`config.mk`:
```
export PLATFORM = sky130hd
export DESIGN_NAME = ble_adv_mfg_filter_parser
export DESIGN_NICKNAME = d
export VERILOG_FILES = /design/src/design/bamfp_pkg.sv /design/src/design/ble_adv_mfg_filter_parser.sv /design/src/design/bamfp_parse.sv
export SDC_FILE = /design/constraint.sdc
export NUM_CORES = 1
export LEC_CHECK = 0
export BUFFER_PORTS_ARGS = -buffer_cell sky130_fd_sc_hd__buf_4
export CAP_MARGIN = 20
export CORE_MARGIN = 2
export CORE_UTILIZATION = 45
export CTS_CLUSTER_SIZE = 30
export DETAILED_ROUTE_END_ITERATION = 12
export PLACE_DENSITY = 0.68
export SYNTH_ARGS = -nofsm -noshare
export SYNTH_HDL_FRONTEND = slang
export SYNTH_SLANG_ARGS = --single-unit
```
`constraint.sdc`:
```
create_clock -name i_clk -period 3.2 [get_ports i_clk]
set_input_delay 0.64 -clock i_clk [delete_from_list [all_inputs] [get_ports i_clk]]
set_output_delay 0.64 -clock i_clk [all_outputs]
set_load 0.02 [all_outputs]
```
`src/design/bamfp_pkg.sv`:
```
// Shared types and constants for the advertisement manufacturer-structure filter.
// No dependencies.
`default_nettype none

package bamfp_pkg;

    // Frame format
    localparam logic [7:0] MFG_TYPE       = 8'hFF;
    localparam logic [7:0] MFG_DATA_LEN   = 8'd24;
    localparam logic [7:0] MAX_ADV_LEN    = 8'd31;
    localparam logic [7:0] BYTE_COUNT_MAX = 8'hFF;

    // Positions inside the manufacturer data
    localparam logic [4:0] POS_COMPANY_LO = 5'd0;
    localparam logic [4:0] POS_COMPANY_HI = 5'd1;
    localparam logic [4:0] POS_VENDOR_LO  = 5'd5;
    localparam logic [4:0] POS_VENDOR_HI  = 5'd6;
    localparam logic [4:0] POS_PRODUCT_LO = 5'd7;
    localparam logic [4:0] POS_PRODUCT_HI = 5'd8;
    localparam logic [4:0] POS_FLAG       = 5'd11;
    localparam logic [4:0] POS_ADDR_FIRST = 5'd12;
    localparam logic [4:0] POS_ADDR_END   = 5'd18;

    // Register port
    localparam int unsigned PADDR_W = 3;
    localparam int unsigned PDATA_W = 32;
    localparam logic [15:0] COMPANY_ID_RESET = 16'h0553;
    localparam logic [15:0] VENDOR_ID_RESET  = 16'h057E;

    typedef enum logic {
        REG_COMPANY_ID = 1'b0,
        REG_VENDOR_ID  = 1'b1
    } t_reg_idx;

    typedef struct packed {
        logic [7:0] data_byte;
        logic       last_byte;
    } t_in_item;

    typedef struct packed {
        logic        accepted;
        logic [15:0] product_id;
        logic [7:0]  wake_flag;
        logic [47:0] controller_address;
    } t_out_item;

    typedef struct packed {
        logic [15:0] company_id;
        logic [15:0] vendor_id;
    } t_cfg;

endpackage

`default_nettype wire

```
`src/design/ble_adv_mfg_filter_parser.sv`:
```
// Top level of the advertisement manufacturer-structure filter: input register,
// register port and result register around the frame walker. Depends on bamfp_pkg, bamfp_parse.
//
//   Channel   Direction  Handshake                        Payload
//   -------   ---------  -------------------------------  ------------------------
//   in        sink       i_in_valid  / o_in_stall         i_in_item  (t_in_item)
//   out       source     o_out_valid / i_out_stall        o_out_item (t_out_item)
//   cfg       sink       psel, penable, pwrite / pready   paddr, pwdata, prdata
//
// One byte per cycle is sustained unless a marked byte stalls; the walker steps once per byte.
// A marked byte's verdict is registered in the result register, behind the input register.
// A stall on the output holds a marked byte in the input register; unmarked bytes keep flowing.
// Synchronous active-low reset clears all control and frame state and loads the
// company id 0x0553 and vendor id 0x057E.
`default_nettype none

module ble_adv_mfg_filter_parser (
    input  wire                                  i_clk,
    input  wire                                  i_rst_n,
    // byte input
    input  wire                                  i_in_valid,
    output logic                                 o_in_stall,
    input  bamfp_pkg::t_in_item                  i_in_item,
    // result output
    output logic                                 o_out_valid,
    input  wire                                  i_out_stall,
    output bamfp_pkg::t_out_item                 o_out_item,
    // register port
    input  wire                                  psel,
    input  wire                                  penable,
    input  wire                                  pwrite,
    input  wire  [bamfp_pkg::PADDR_W-1:0]        paddr,
    input  wire  [bamfp_pkg::PDATA_W-1:0]        pwdata,
    output logic [bamfp_pkg::PDATA_W-1:0]        prdata,
    output logic                                 pready
);
    import bamfp_pkg::*;

    logic      r_s1_valid;
    t_in_item  r_s1_item;
    logic      r_out_valid;
    t_out_item r_out_item;
    t_cfg      r_cfg;
    t_out_item result;
    logic      out_free;
    logic      s1_go;
    logic      in_take;
    logic      cfg_write;

    // The result register frees up when empty or when its transfer completes.
    assign out_free   = !r_out_valid || !i_out_stall;
    // Unmarked bytes never need the result register; a marked byte waits for it.
    assign s1_go      = r_s1_valid && (!r_s1_item.last_byte || out_free);
    assign o_in_stall = r_s1_valid && !s1_go;
    assign in_take    = i_in_valid && !o_in_stall;

    always_ff @(posedge i_clk) begin
        if (!i_rst_n) begin
            r_s1_valid <= 1'b0;
        end else if (in_take) begin
            r_s1_valid <= 1'b1;
        end else if (s1_go) begin
            r_s1_valid <= 1'b0;
        end
    end

    // Payload register: load on transfer, hold otherwise.
    always_ff @(posedge i_clk) begin
        if (in_take) begin
            r_s1_item <= i_in_item;
        end
    end

    bamfp_parse u_parse (
        .i_clk    (i_clk),
        .i_rst_n  (i_rst_n),
        .i_go     (s1_go),
        .i_item   (r_s1_item),
        .i_cfg    (r_cfg),
        .o_result (result)
    );

    // Result register: capture the verdict of a marked byte, drop it once taken.
    always_ff @(posedge i_clk) begin
        if (!i_rst_n) begin
            r_out_valid <= 1'b0;
        end else if (s1_go && r_s1_item.last_byte) begin
            r_out_valid <= 1'b1;
        end else if (!i_out_stall) begin
            r_out_valid <= 1'b0;
        end
    end

    always_ff @(posedge i_clk) begin
        if (s1_go && r_s1_item.last_byte) begin
            r_out_item <= result;
        end
    end

    assign o_out_valid = r_out_valid;
    assign o_out_item  = r_out_item;

    // Register port: zero wait states; low address bits are ignored.
    assign pready    = 1'b1;
    assign cfg_write = psel && penable && pwrite;

    always_ff @(posedge i_clk) begin
        if (!i_rst_n) begin
            r_cfg.company_id <= COMPANY_ID_RESET;
            r_cfg.vendor_id  <= VENDOR_ID_RESET;
        end else if (cfg_write) begin
            unique case (t_reg_idx'(paddr[2]))
                REG_COMPANY_ID: r_cfg.company_id <= pwdata[15:0];
                REG_VENDOR_ID:  r_cfg.vendor_id  <= pwdata[15:0];
                default:        r_cfg            <= r_cfg;
            endcase
        end
    end

    always_comb begin
        unique case (t_reg_idx'(paddr[2]))
            REG_COMPANY_ID: prdata = {16'd0, r_cfg.company_id};
            REG_VENDOR_ID:  prdata = {16'd0, r_cfg.vendor_id};
            default:        prdata = '0;
        endcase
    end

endmodule

`default_nettype wire

```
`src/design/bamfp_parse.sv`:
```
// Frame walker: holds the per-frame parse state and forms the verdict on the last byte.
// Depends on bamfp_pkg.
`default_nettype none

module bamfp_parse (
    input  wire                  i_clk,
    input  wire                  i_rst_n,
    input  wire                  i_go,
    input  bamfp_pkg::t_in_item  i_item,
    input  bamfp_pkg::t_cfg      i_cfg,
    output bamfp_pkg::t_out_item o_result
);
    import bamfp_pkg::*;

    typedef enum logic [1:0] {
        PH_LEN  = 2'd0,
        PH_TYPE = 2'd1,
        PH_BODY = 2'd2
    } t_phase;

    t_phase      r_phase,        n_phase;
    logic [7:0]  r_byte_count,   n_byte_count;
    logic [7:0]  r_bytes_left,   n_bytes_left;
    logic [4:0]  r_body_index,   n_body_index;
    logic        r_in_mfg,       n_in_mfg;
    logic        r_failed,       n_failed;
    logic        r_found,        n_found;
    logic        r_stopped,      n_stopped;
    logic [15:0] r_held_product, n_held_product;
    logic [7:0]  r_held_flag,    n_held_flag;
    logic [47:0] r_held_address, n_held_address;

    always_comb begin
        logic [7:0] left_dec;
        logic       mfg_now;
        logic       check_end;
        logic       ok;
        logic [4:0] addr_off;
        logic [7:0] b;

        b              = i_item.data_byte;
        left_dec       = r_bytes_left - 8'd1;
        addr_off       = r_body_index - POS_ADDR_FIRST;
        mfg_now        = r_in_mfg;
        check_end      = 1'b0;
        n_phase        = r_phase;
        n_byte_count   = (r_byte_count == BYTE_COUNT_MAX) ? r_byte_count
                                                          : r_byte_count + 8'd1;
        n_bytes_left   = r_bytes_left;
        n_body_index   = r_body_index;
        n_in_mfg       = r_in_mfg;
        n_failed       = r_failed;
        n_found        = r_found;
        n_stopped      = r_stopped;
        n_held_product = r_held_product;
        n_held_flag    = r_held_flag;
        n_held_address = r_held_address;

        if (!r_stopped && !r_failed) begin
            case (r_phase)
                PH_LEN: begin
                    // a length byte in the final position is dropped
                    if (!i_item.last_byte) begin
                        if (b == 8'd0) begin
                            n_stopped = 1'b1;
                        end else begin
                            n_bytes_left = b;
                            n_phase      = PH_TYPE;
                        end
                    end
                end
                PH_TYPE: begin
                    mfg_now      = (b == MFG_TYPE);
                    n_bytes_left = left_dec;
                    n_body_index = 5'd0;
                    n_in_mfg     = mfg_now;
                    if (mfg_now && left_dec != MFG_DATA_LEN) begin
                        n_failed = 1'b1;
                    end else begin
                        check_end = 1'b1;
                    end
                end
                PH_BODY: begin
                    if (r_in_mfg) begin
                        case (r_body_index)
                            POS_COMPANY_LO: if (b != i_cfg.company_id[7:0])  n_failed = 1'b1;
                            POS_COMPANY_HI: if (b != i_cfg.company_id[15:8]) n_failed = 1'b1;
                            POS_VENDOR_LO:  if (b != i_cfg.vendor_id[7:0])   n_failed = 1'b1;
                            POS_VENDOR_HI:  if (b != i_cfg.vendor_id[15:8])  n_failed = 1'b1;
                            POS_PRODUCT_LO: n_held_product[7:0]  = b;
                            POS_PRODUCT_HI: n_held_product[15:8] = b;
                            POS_FLAG:       n_held_flag          = b;
                            default: begin
                                if (r_body_index >= POS_ADDR_FIRST &&
                                    r_body_index < POS_ADDR_END) begin
                                    n_held_address[addr_off[2:0] * 8 +: 8] = b;
                                end
                            end
                        endcase
                    end
                    n_bytes_left = left_dec;
                    n_body_index = r_body_index + 5'd1;
                    check_end    = 1'b1;
                end
                default: begin
                    n_phase = PH_LEN;
                end
            endcase

            if (check_end) begin
                if (left_dec == 8'd0) begin
                    if (mfg_now) n_found = 1'b1;
                    n_in_mfg = 1'b0;
                    n_phase  = PH_LEN;
                end else begin
                    n_phase = PH_BODY;
                    // structure runs past the frame end
                    if (i_item.last_byte) n_failed = 1'b1;
                end
            end
        end

        ok = n_found && !n_failed && (n_byte_count <= MAX_ADV_LEN);
        o_result.accepted           = ok;
        o_result.product_id         = ok ? n_held_product : 16'd0;
        o_result.wake_flag          = ok ? n_held_flag    : 8'd0;
        o_result.controller_address = ok ? n_held_address : 48'd0;
    end

    always_ff @(posedge i_clk) begin
        if (!i_rst_n || (i_go && i_item.last_byte)) begin
            r_phase        <= PH_LEN;
            r_byte_count   <= 8'd0;
            r_bytes_left   <= 8'd0;
            r_body_index   <= 5'd0;
            r_in_mfg       <= 1'b0;
            r_failed       <= 1'b0;
            r_found        <= 1'b0;
            r_stopped      <= 1'b0;
            r_held_product <= 16'd0;
            r_held_flag    <= 8'd0;
            r_held_address <= 48'd0;
        end else if (i_go) begin
            r_phase        <= n_phase;
            r_byte_count   <= n_byte_count;
            r_bytes_left   <= n_bytes_left;
            r_body_index   <= n_body_index;
            r_in_mfg       <= n_in_mfg;
            r_failed       <= n_failed;
            r_found        <= n_found;
            r_stopped      <= n_stopped;
            r_held_product <= n_held_product;
            r_held_flag    <= n_held_flag;
            r_held_address <= n_held_address;
        end
    end

endmodule

`default_nettype wire

```
# --- Word level (Yosys, flattened, before mapping) ---
# Index checks and enable logic that the tools add are counted.
# W data, S select, Z words.
word_totals:
  ff_bits: 215
  in_bits: 51
  output_inout_bits: 108
  elab_cells: 146
classes:
  add_sub_neg: 5
  order_cmp: 3
  n_eq_ne: 21
  shift: 2
  muxes: 53
  bitwise_logic: 2
  reduce_logical: 39
ops:
  columns: ["cell", "count"]
  rows:
  - ["$mux W48", 5]
  - ["$mux W8", 9]
  - ["$pmux W32 S2", 1]
  - ["$bwmux W48", 1]
  - ["$mux W16", 3]
  - ["$shift A8 B34 Y48 const A", 1]
  - ["$shiftx A8 B34 Y48", 1]
  - ["$neg A6 Y34", 1]
  - ["$ne A8 B8 Y1", 4]
  - ["$mux W1", 24]
  - ["$eq A8 B8 Y1 const B", 2]
  - ["$logic_not A8 Y1", 2]
  - ["$pmux W8 S2", 1]
  - ["$eq A5 B3 Y1 const B", 3]
  - ["$reduce_and A5 Y1", 3]
  - ["$logic_and A1 B1 Y1", 11]
  - ["$eq A5 B4 Y1 const B", 2]
  - ["$pmux W5 S2", 1]
  - ["$logic_not A1 Y1", 9]
  - ["$add A8 B1 Y8 const B", 1]
  - ["$le A8 B5 Y1 const B", 1]
  - ["$mux W2", 4]
  - ["$ne A8 B5 Y1 const B", 1]
  - ["$sub A8 B1 Y8 const B", 1]
  - ["other kinds (23)", 33]

# --- Logic depth before layout (Yosys ltp) ---
# Gate-level depths: netlist of run 1.
depth:
  depth_word: 12
  ltp_mapped: 14
  depth_no_buf: 10

# --- Cells and area by module ---
# Synthesis of run 1 repeated with hierarchy kept, for this count alone.
hier_totals:
  hier_cells: 1144
  hier_area_um2: 11104.4
by_module_without_submodules:
  columns: ["mod", "n_inst", "cells_per_inst", "area_each_um2", "seq_area_each_um2"]
  rows:
  - ["bamfp_parse", 1, 885, 6915.4, 1981.9]
  - ["ble_adv_mfg_filter_parser", 1, 259, 4189.0, 3143.0]

# --- Worst setup path after synthesis of run 1 ---
# OpenSTA, ideal clock, no wires.
synth_timing:
  path_type: "flip-flop to flip-flop"
  startpoint: "reg u_parse.r_body_index[0]"
  endpoint: "reg r_out_item (netlist bit o_out_item[31]) (data pin)"
  arrival_time_ns: 2.836
  required_ns: 2.946
  slack_ns: 0.109
  stages_incl_launch_ff: 12
  synth_period_minus_slack_ns: 3.091
  path_cell_list: "dfxtp_1 -> clkbuf_1 -> inv_1 -> ha_1 -> buf_2 -> o21ai_0 -> o21ai_0 -> a2111oi_4 -> nand2b_2 -> nor3_2 -> mux2i_1 -> nor2_1"
synth_between:
  elab_chain_cells: 11
  elab_cells_between_ends: 31
synth_rtl:
  columns: ["item", "line", "rtl"]
  rows:
  - ["start: declaration", "bamfp_parse.sv:24", "logic [4:0] r_body_index, n_body_index;"]
  - ["start signal: assignment", "bamfp_parse.sv:147", "r_body_index <= n_body_index;"]
  - ["parallel branches: the longest is 11 deep, another holds $neg A6 Y34", null, null]
  - ["end signal: assignment", "ble_adv_mfg_filter_parser.sv:96", "r_out_item <= result;"]
  - ["end: declaration", "ble_adv_mfg_filter_parser.sv:42", "t_out_item r_out_item;"]
# Several ways; the timed one is not identified.
# A chain may end at the register's enable or synchronous reset.

# --- Worst setup path after layout of run 1 ---
layout_timing:
  startpoint: "reg u_parse.r_bytes_left[1]"
  endpoint: "reg r_out_item (netlist bit o_out_item[41]) (data pin)"
layout_between:
  elab_chain_cells: 12
  elab_cells_between_ends: 19
layout_rtl:
  columns: ["item", "line", "rtl"]
  rows:
  - ["start: declaration", "bamfp_parse.sv:23", "logic [7:0] r_bytes_left, n_bytes_left;"]
  - ["start signal: assignment", "bamfp_parse.sv:146", "r_bytes_left <= n_bytes_left;"]
  - ["$sub A8 B1 Y8 (*)", "bamfp_parse.sv:42", "left_dec = r_bytes_left - 8'd1;"]
  - ["$ne A8 B5 Y1", "bamfp_parse.sv:77", "if (mfg_now && left_dec != MFG_DATA_LEN) begin"]
  - ["$logic_and A1 B1 Y1", "bamfp_parse.sv:77", null]
  - ["$mux W1", "bamfp_parse.sv:77", null]
  - ["$pmux W1 S2", "bamfp_parse.sv:60", "case (r_phase)"]
  - ["$mux W1", "bamfp_parse.sv:118", "if (i_item.last_byte) n_failed = 1'b1;"]
  - ["$mux W1", "bamfp_parse.sv:111", "if (left_dec == 8'd0) begin"]
  - ["$mux W1", "bamfp_parse.sv:110", "if (check_end) begin"]
  - ["$mux W1", "bamfp_parse.sv:59", "if (!r_stopped && !r_failed) begin"]
  - ["$logic_not A1 Y1", "bamfp_parse.sv:123", "ok = n_found && !n_failed && (n_byte_count <= MAX_ADV_LEN);"]
  - ["$logic_and A1 B1 Y1 (*) (2 in a row)", "bamfp_parse.sv:123", null]
# Mark *: on every way between the ends. The rest lies on a longest branch, timed or not. The select of a mux whose other input is x is not followed.

==> out/qor.yml, run 1 <==
status: "finished clean"
seq_area_frac_synth: 0.498
initial_utilization: 0.456
drv_cap: 0
place_area_um2: 11500
firstDrtPassIters: 6
num-nets-final: 1259
track_usage: 0.197
ctsRootBufferMaster: "clkbuf_16"
cts_inserted_buffers: 25
hold-worst-slack_ns: 0.306
synthTopCellsByArea: "dfxtp_1 (26%), edfxtp_1 (24%), mux2i_1 (9.4%), nand2_1 (5.5%), nor2_1 (5.1%)"
path_delay_family: "compound AO/OA/AOI/OAI gates"
grt_pass1_wl_mm: 38.8
syn_to_final_growth_pct: 20.2
num_vias: 7984
fillers: 2036
htree_levels: 1
viasPerCell: 5.33
critPathMaxStageDelay_ns: 0.46
yosysTopAreaCell: "dfxtp_1"
syn_area_um2: 10300
cts_tree: "yes"
finalSetupTns_ns: 0
hpwl_mm: 16.1
chipWidth_um: 155
timing.fmax_ghz: 0.327
crit_slowest_cell: "dfxtp_1"
layout.cells.non_filler: 1498
synth_cells: 1078
path_class: "register to register"
async_flop_share: 0
synthXorXnorAreaFrac: 0.0153
dp_slack_ns: 0.211
final.min_clock_period_ns: 3.05
end_kind: "register"
antenna_found_initial: 0
die_h_um: 155
grt_max_degree: 62
cp-start-kind: "register"
setup_slack_ns: 0.146
power_frac_clock: 0.467
required_ns: 3.46
fin_skew_ns: 0.0154
slew_headroom: 0.458
power_frac_seq: 0.474
post-route-drc-count: 0
core.rowCount: 55
ctsHoldBuffers: 0
synth_cell_types: 72
ys.flop_type: "dfxtp_1"
reg2reg_depth: 12
globalplace.congestion: 0.885
crit_chain: "inv_1 > ha_1 > o21bai_1 > a21oi_1 > o211ai_1 > o311a_1 > nor2_2 > a31oi_2 > a31oi_4 > buf_4 > buf_12 > nor2_1"
worstPathArrival_ns: 3.32
irDropWorstVdd_v: 0.000313
grt-ovfl-total: 0
synth_fa_ha_area_frac: 0.0158
dp.cells: 1450
setup_viol: 0
synthSimpleGateAreaFrac: 0.194
power_density_nw_per_um2: 495
synth_top_family_by_area: "simple AND/OR/NAND/NOR gates"
synth_edf_count: 82
finalCritPeriodShare: 0.954
clock-sinks: 215
worst_pin_slew_ns: 0.810
hold_class: "input pin to register"
holdPathStages: 1
clock_latency_ns: 0.52
cp_max_fo: 25
path_clk_slew_ns: 0.06
wire_per_inst_um: 16.3
combPwrFrac: 0.059
drtIter0Drc: 576
cp_num_cells: 12
slew_violations: 0
postRouteAntennaNets: 0
p_leak_nw: 4.74
io_pins: 159
grt_pass1_vias: 7454
cts_buffer_depth: 3
regToRegStartpoint: "u_parse.r_bytes_left[1]"
ys_warn_count: 0
final_cell_area_um2: 12400
crit_buf_inv: 3
coreArea_um2: 22600
dieArea_um2: 24100
drt_wl_total_mm: 24.4
synth_seq_cells: 215
drive_above_1_share: 0.205
synth_mux_area_frac: 0.112
synth-compound-area-share: 0.107
p_int_mw: 4.76
startpoint: "u_parse.r_bytes_left[1]"
num_antenna_cells: 0
finalHoldViolations: 0
netlist.area_leader.share: 0.259
syn_area_per_cell_um2: 9.55
regToRegSetupSlack_ns: 0.15
port-buffer-count: 123
switching_share: 0.223
power_switching_mw: 1.36
hp-start: "i_in_item[4]"
## cell usage after synthesis (all sizes together) (4+ instances only)
master	number
xnor2	5
o22ai	4
mux2i	97
xor2	13
a22oi	4
ha	13
o21a	4
a221oi	7
edfxtp	82
nand4	11
a211oi	5
a31oi	7
nor3	13
mux2	16
nand2	151
nand3	55
dfxtp	133
and2	17
a21oi	70
clkbuf	55
buf	38
nor2	141
o21ai	28
nor2b	10
inv	20
a21boi	19
nand2b	10
## timing repair
item | 4_1_cts | 5_1_grt
endpoints found under the setup margin | 0 | 26
resized for setup | 0 | 2
setup buffers | 0 | 2
## state kept, by name, summed over array words and instances (netlist names), 5 cells and up
signal,cells
o_out_item,73
u_parse.r_held_address,48
r_cfg,32
u_parse.r_held_product,16
r_s1_item,9
u_parse.r_byte_count,8
u_parse.r_bytes_left,8
u_parse.r_held_flag,8
u_parse.r_body_index,5
## power groups by stage
stage / registers (mW) / clock network, mW / logic [mW]
2_1_floorplan: 2.95 / 0 / 0.247
3_3_place_gp: 2.96 / 0 / 0.354
3_5_place_dp: 2.96 / 0 / 0.358
4_1_cts: 2.90 / 2.91 / 0.359
5_1_grt: 2.91 / 3.03 / 0.392
6_report: 2.91 / 2.86 / 0.361
## worst reg2reg max path, delay by kind of cell, from the launching register on
kind	cells	cell delay (ns)
flops	1	0.46
buf+inv	3	0.43
fa+ha+maj	1	0.30
compound gates	6	1.39
simple gates	2	0.22
## metal layers
layer,wire (µm),GRT usage,vias to the layer above
met3,1580,0.0362,37
met1,11400,0.284,3723
met4,443,0.0415,0
met5,0,0,-
li1,-,-,3948
met2,10900,0.312,276
## kinds of logic (layout without fill, tap and decap cells)
group,Yosys count,in the layout
simple gates,436,436
flops,215,215
compound gates,167,167
buf+inv,114,234
mux,113,113
xor+xnor,18,18
fa+ha+maj,13,13
other cells,2,17
## metrics by stage
step	power, mW	utilization
2_1_floorplan	3.19	-
3_3_place_gp	3.32	0.509
3_5_place_dp	3.32	0.509
4_1_cts	6.17	0.546
5_1_grt	6.33	0.548
6_report	6.13	0.548
## layout by cell type, fill, tap and decap left out, types with 4 or more instances in the layout
master | Yosys | routed
xnor2_1 | 5 | 5
mux2_2 | 16 | 16
buf_4 | 22 | 162
a21oi_2 | 6 | 6
a221oi_1 | 7 | 7
clkinv_2 | 0 | 5
inv_1 | 20 | 19
nand4_1 | 11 | 11
o21ai_0 | 26 | 26
buf_12 | 0 | 5
a21boi_0 | 19 | 19
a211oi_1 | 5 | 5
nor2b_1 | 10 | 10
edfxtp_1 | 82 | 82
conb_1 | 2 | 17
o21a_1 | 4 | 4
a21oi_1 | 64 | 64
ha_1 | 13 | 13
clkbuf_1 | 53 | 5
dfxtp_1 | 133 | 132
a31oi_1 | 5 | 5
nand3_1 | 55 | 55
a22oi_1 | 4 | 4
nor2_1 | 139 | 139
and2_1 | 17 | 17
clkbuf_8 | 2 | 4
nor3_1 | 12 | 12
clkbuf_16 | 0 | 26
nand2b_1 | 9 | 9
mux2i_1 | 97 | 97
xor2_1 | 13 | 13
nand2_1 | 151 | 150
o22ai_1 | 4 | 4
## final cells by class
class | count | area, µm² | area share
clock buffers | 34 | 699 | 0.0565
clock inverters | 11 | 131 | 0.0106
inverters | 21 | 78.8 | 0.00637
multi-input cells | 764 | 4640 | 0.375
flip-flops and latches | 215 | 5130 | 0.414
well taps | 285 | 357 | 0.0288
repair buffers | 168 | 1340 | 0.108
## final timing paths
kind,end
min reg2reg,u_parse.r_held_product[2]
max,o_out_item[41]
max reg2reg,o_out_item[41]
min,r_s1_item[4]
Power figures use the tool's default switching activity.
==> run 2: changes to the inputs <==
- CELL_PAD_IN_SITES_DETAIL_PLACEMENT: unset -> 1
- CELL_PAD_IN_SITES_GLOBAL_PLACEMENT: unset -> 2
- CORE_UTILIZATION: 45 -> 32
- PLACE_DENSITY: 0.68 -> unset
- PLACE_DENSITY_LB_ADDON: unset -> 0.1
==> run 2 against run 1 <==
Effect of this change: total power increased by 4.0%; clock skew decreased by 0.0047 ns; worst hold slack got worse by 0.021 ns; highest routed layer unchanged; cell count increased by 9.5%; worst setup slack improved by 0.046 ns.
==> out/qor.yml, run 2 (synthesis results as in run 1) <==
status: "finished clean"
dieArea_um2: 33600  # +39%
antenna_found_initial: 0  # unchanged
grt_pass1_wl_mm: 46.5  # +20%
cp_max_fo: 25  # unchanged
final.min_clock_period_ns: 3.01  # -0.0464 ns
htree_levels: 1  # unchanged
coreArea_um2: 31600  # +40%
hold_class: "input pin to register"
slew_headroom: 0.460  # +0.00190
p_leak_nw: 4.87  # +2.6%
postCtsSetupRepairBufs: 0  # unchanged
rsz0062_at_grt: "false"
firstDrtPassIters: 4  # -2
finalSetupTns_ns: 0  # unchanged
grt_pass1_vias: 8377  # +12%
slew_violations: 0  # unchanged
cts_tree: "yes"
setup_slack_ns: 0.193  # +0.0464 ns
io_pins: 159  # unchanged
postRouteAntennaNets: 0  # unchanged
dp_slack_ns: 0.175  # -0.0357 ns
num_vias: 8084  # +1.3%
worstPathArrival_ns: 3.29  # -0.03 ns
path_clk_slew_ns: 0.06  # about the same
wire_per_inst_um: 17.8  # +9.4%
hold-worst-slack_ns: 0.285  # -0.0208 ns
globalplace.congestion: 0.761  # -14%
num_antenna_cells: 0  # unchanged
clock_latency_ns: 0.54  # +0.02 ns
layout.cells.non_filler: 1641  # +9.5%
grt-ovfl-total: 0  # unchanged
drive_above_1_share: 0.218  # +0.0126
fillers: 3550  # +74%
grt_max_degree: 57  # -8.1%
die_h_um: 183  # +18%
dp.cells: 1591  # +9.7%
hpwl_mm: 19.9  # +24%
worst_pin_slew_ns: 0.810  # -0.000441 ns
path_class: "register to register"
clock-sinks: 215  # unchanged
final_common_cell: "buf_4"
ctsHoldBuffers: 0  # unchanged
setup_viol: 0  # unchanged
drv_cap: 0  # unchanged
num-nets-final: 1282  # +1.8%
post-route-drc-count: 0  # unchanged
syn_to_final_growth_pct: 24.0
cp-start-kind: "register"
fin_util: 0.403  # -0.145
fin_skew_ns: 0.0106  # -0.00474 ns
reg2reg_depth: 14  # +2
core.rowCount: 65  # +18%
track_usage: 0.174  # -0.0232
timing.fmax_ghz: 0.333  # +1.5%
cts_buffer_depth: 3  # unchanged
end_kind: "register"
drtIter0Drc: 383  # -34%
power_density_nw_per_um2: 499  # +0.79%
drt_wl_total_mm: 29.2  # +20%
largest_reg_flops: 73  # unchanged
final_cell_mix: "buf_4 (181), nand2_1 (150), nor2_1 (139), dfxtp_1 (133), mux2i_1 (97)"
port-buffer-count: 123  # unchanged
initial_utilization: 0.325  # -0.131
cts_inserted_buffers: 27  # +8.0%
viasPerCell: 4.93  # -7.6%
cts_resized: 0  # unchanged
ctsRootBufferMaster: "clkbuf_16"
required_ns: 3.49  # +0.03 ns
irDropWorstVdd_v: 0.000344  # +10%
chipWidth_um: 183  # +18%
finalCritPeriodShare: 0.940  # -0.0145
finalHoldViolations: 0  # unchanged
holdPathStages: 1  # unchanged
run 2: layout make-up:
type,count,area (µm²),area share
clock buffer,38,727,0.0570
sequential,215,5120,0.402
multi-input combinational,764,4640,0.364
inverter,21,78.8,0.00618
clock inverter,12,166,0.0130
tap,402,503,0.0394
timing repair buffer,189,1520,0.119
run 2: where the power goes:
| part | switching, mW | total, mW | internal, mW | leakage, nW |
|---|---|---|---|---|
| logic | 0.243 | 0.383 | 0.140 | 2.46 |
| registers | 0.0413 | 2.91 | 2.86 | 1.98 |
| clock network | 1.18 | 3.08 | 1.90 | 0.428 |
| total | 1.46 | 6.37 | 4.90 | 4.87 |
run 2: stage by stage:
step                      area, µm²  power [mW]
final                         12800        6.37
after global routing          12800        6.62
after CTS                     12800        6.46
after detailed placement      11900        3.35
after global placement        11900        3.35
after floorplan               10300        3.19
run 2: final timing paths:
kind | slack [ns] | start | end
hold / removal | 0.29 | i_in_item[0] | r_s1_item[0]
setup / recovery | 0.19 | u_parse.r_body_index[1] | o_out_item[33]
hold reg to reg | 0.45 | u_parse.r_held_product[2] | u_parse.r_held_product[2]
setup reg to reg | 0.19 | u_parse.r_body_index[1] | o_out_item[33]
run 2: layer usage:
layer	vias up	GRT usage	wire length, µm
met1	3907	0.243	14200
met4	0	0.0317	410
met2	139	0.287	13300
met3	34	0.0258	1210
li1	4004	-	-
met5	-	0	0
run 2: critical path: stages, from the launching register on:
cell and delay (ns):
dfxtp_1 0.35, inv_1 0.09, ha_1 0.19, or3b_2 0.53, buf_4 0.18, nor2_1 0.10, a221oi_1 0.06, xor2_1 0.16
nand4_1 0.13, o2111ai_1 0.14, buf_4 0.18, a31oi_4 0.17, buf_12 0.23, buf_4 0.18, nor2_1 0.05
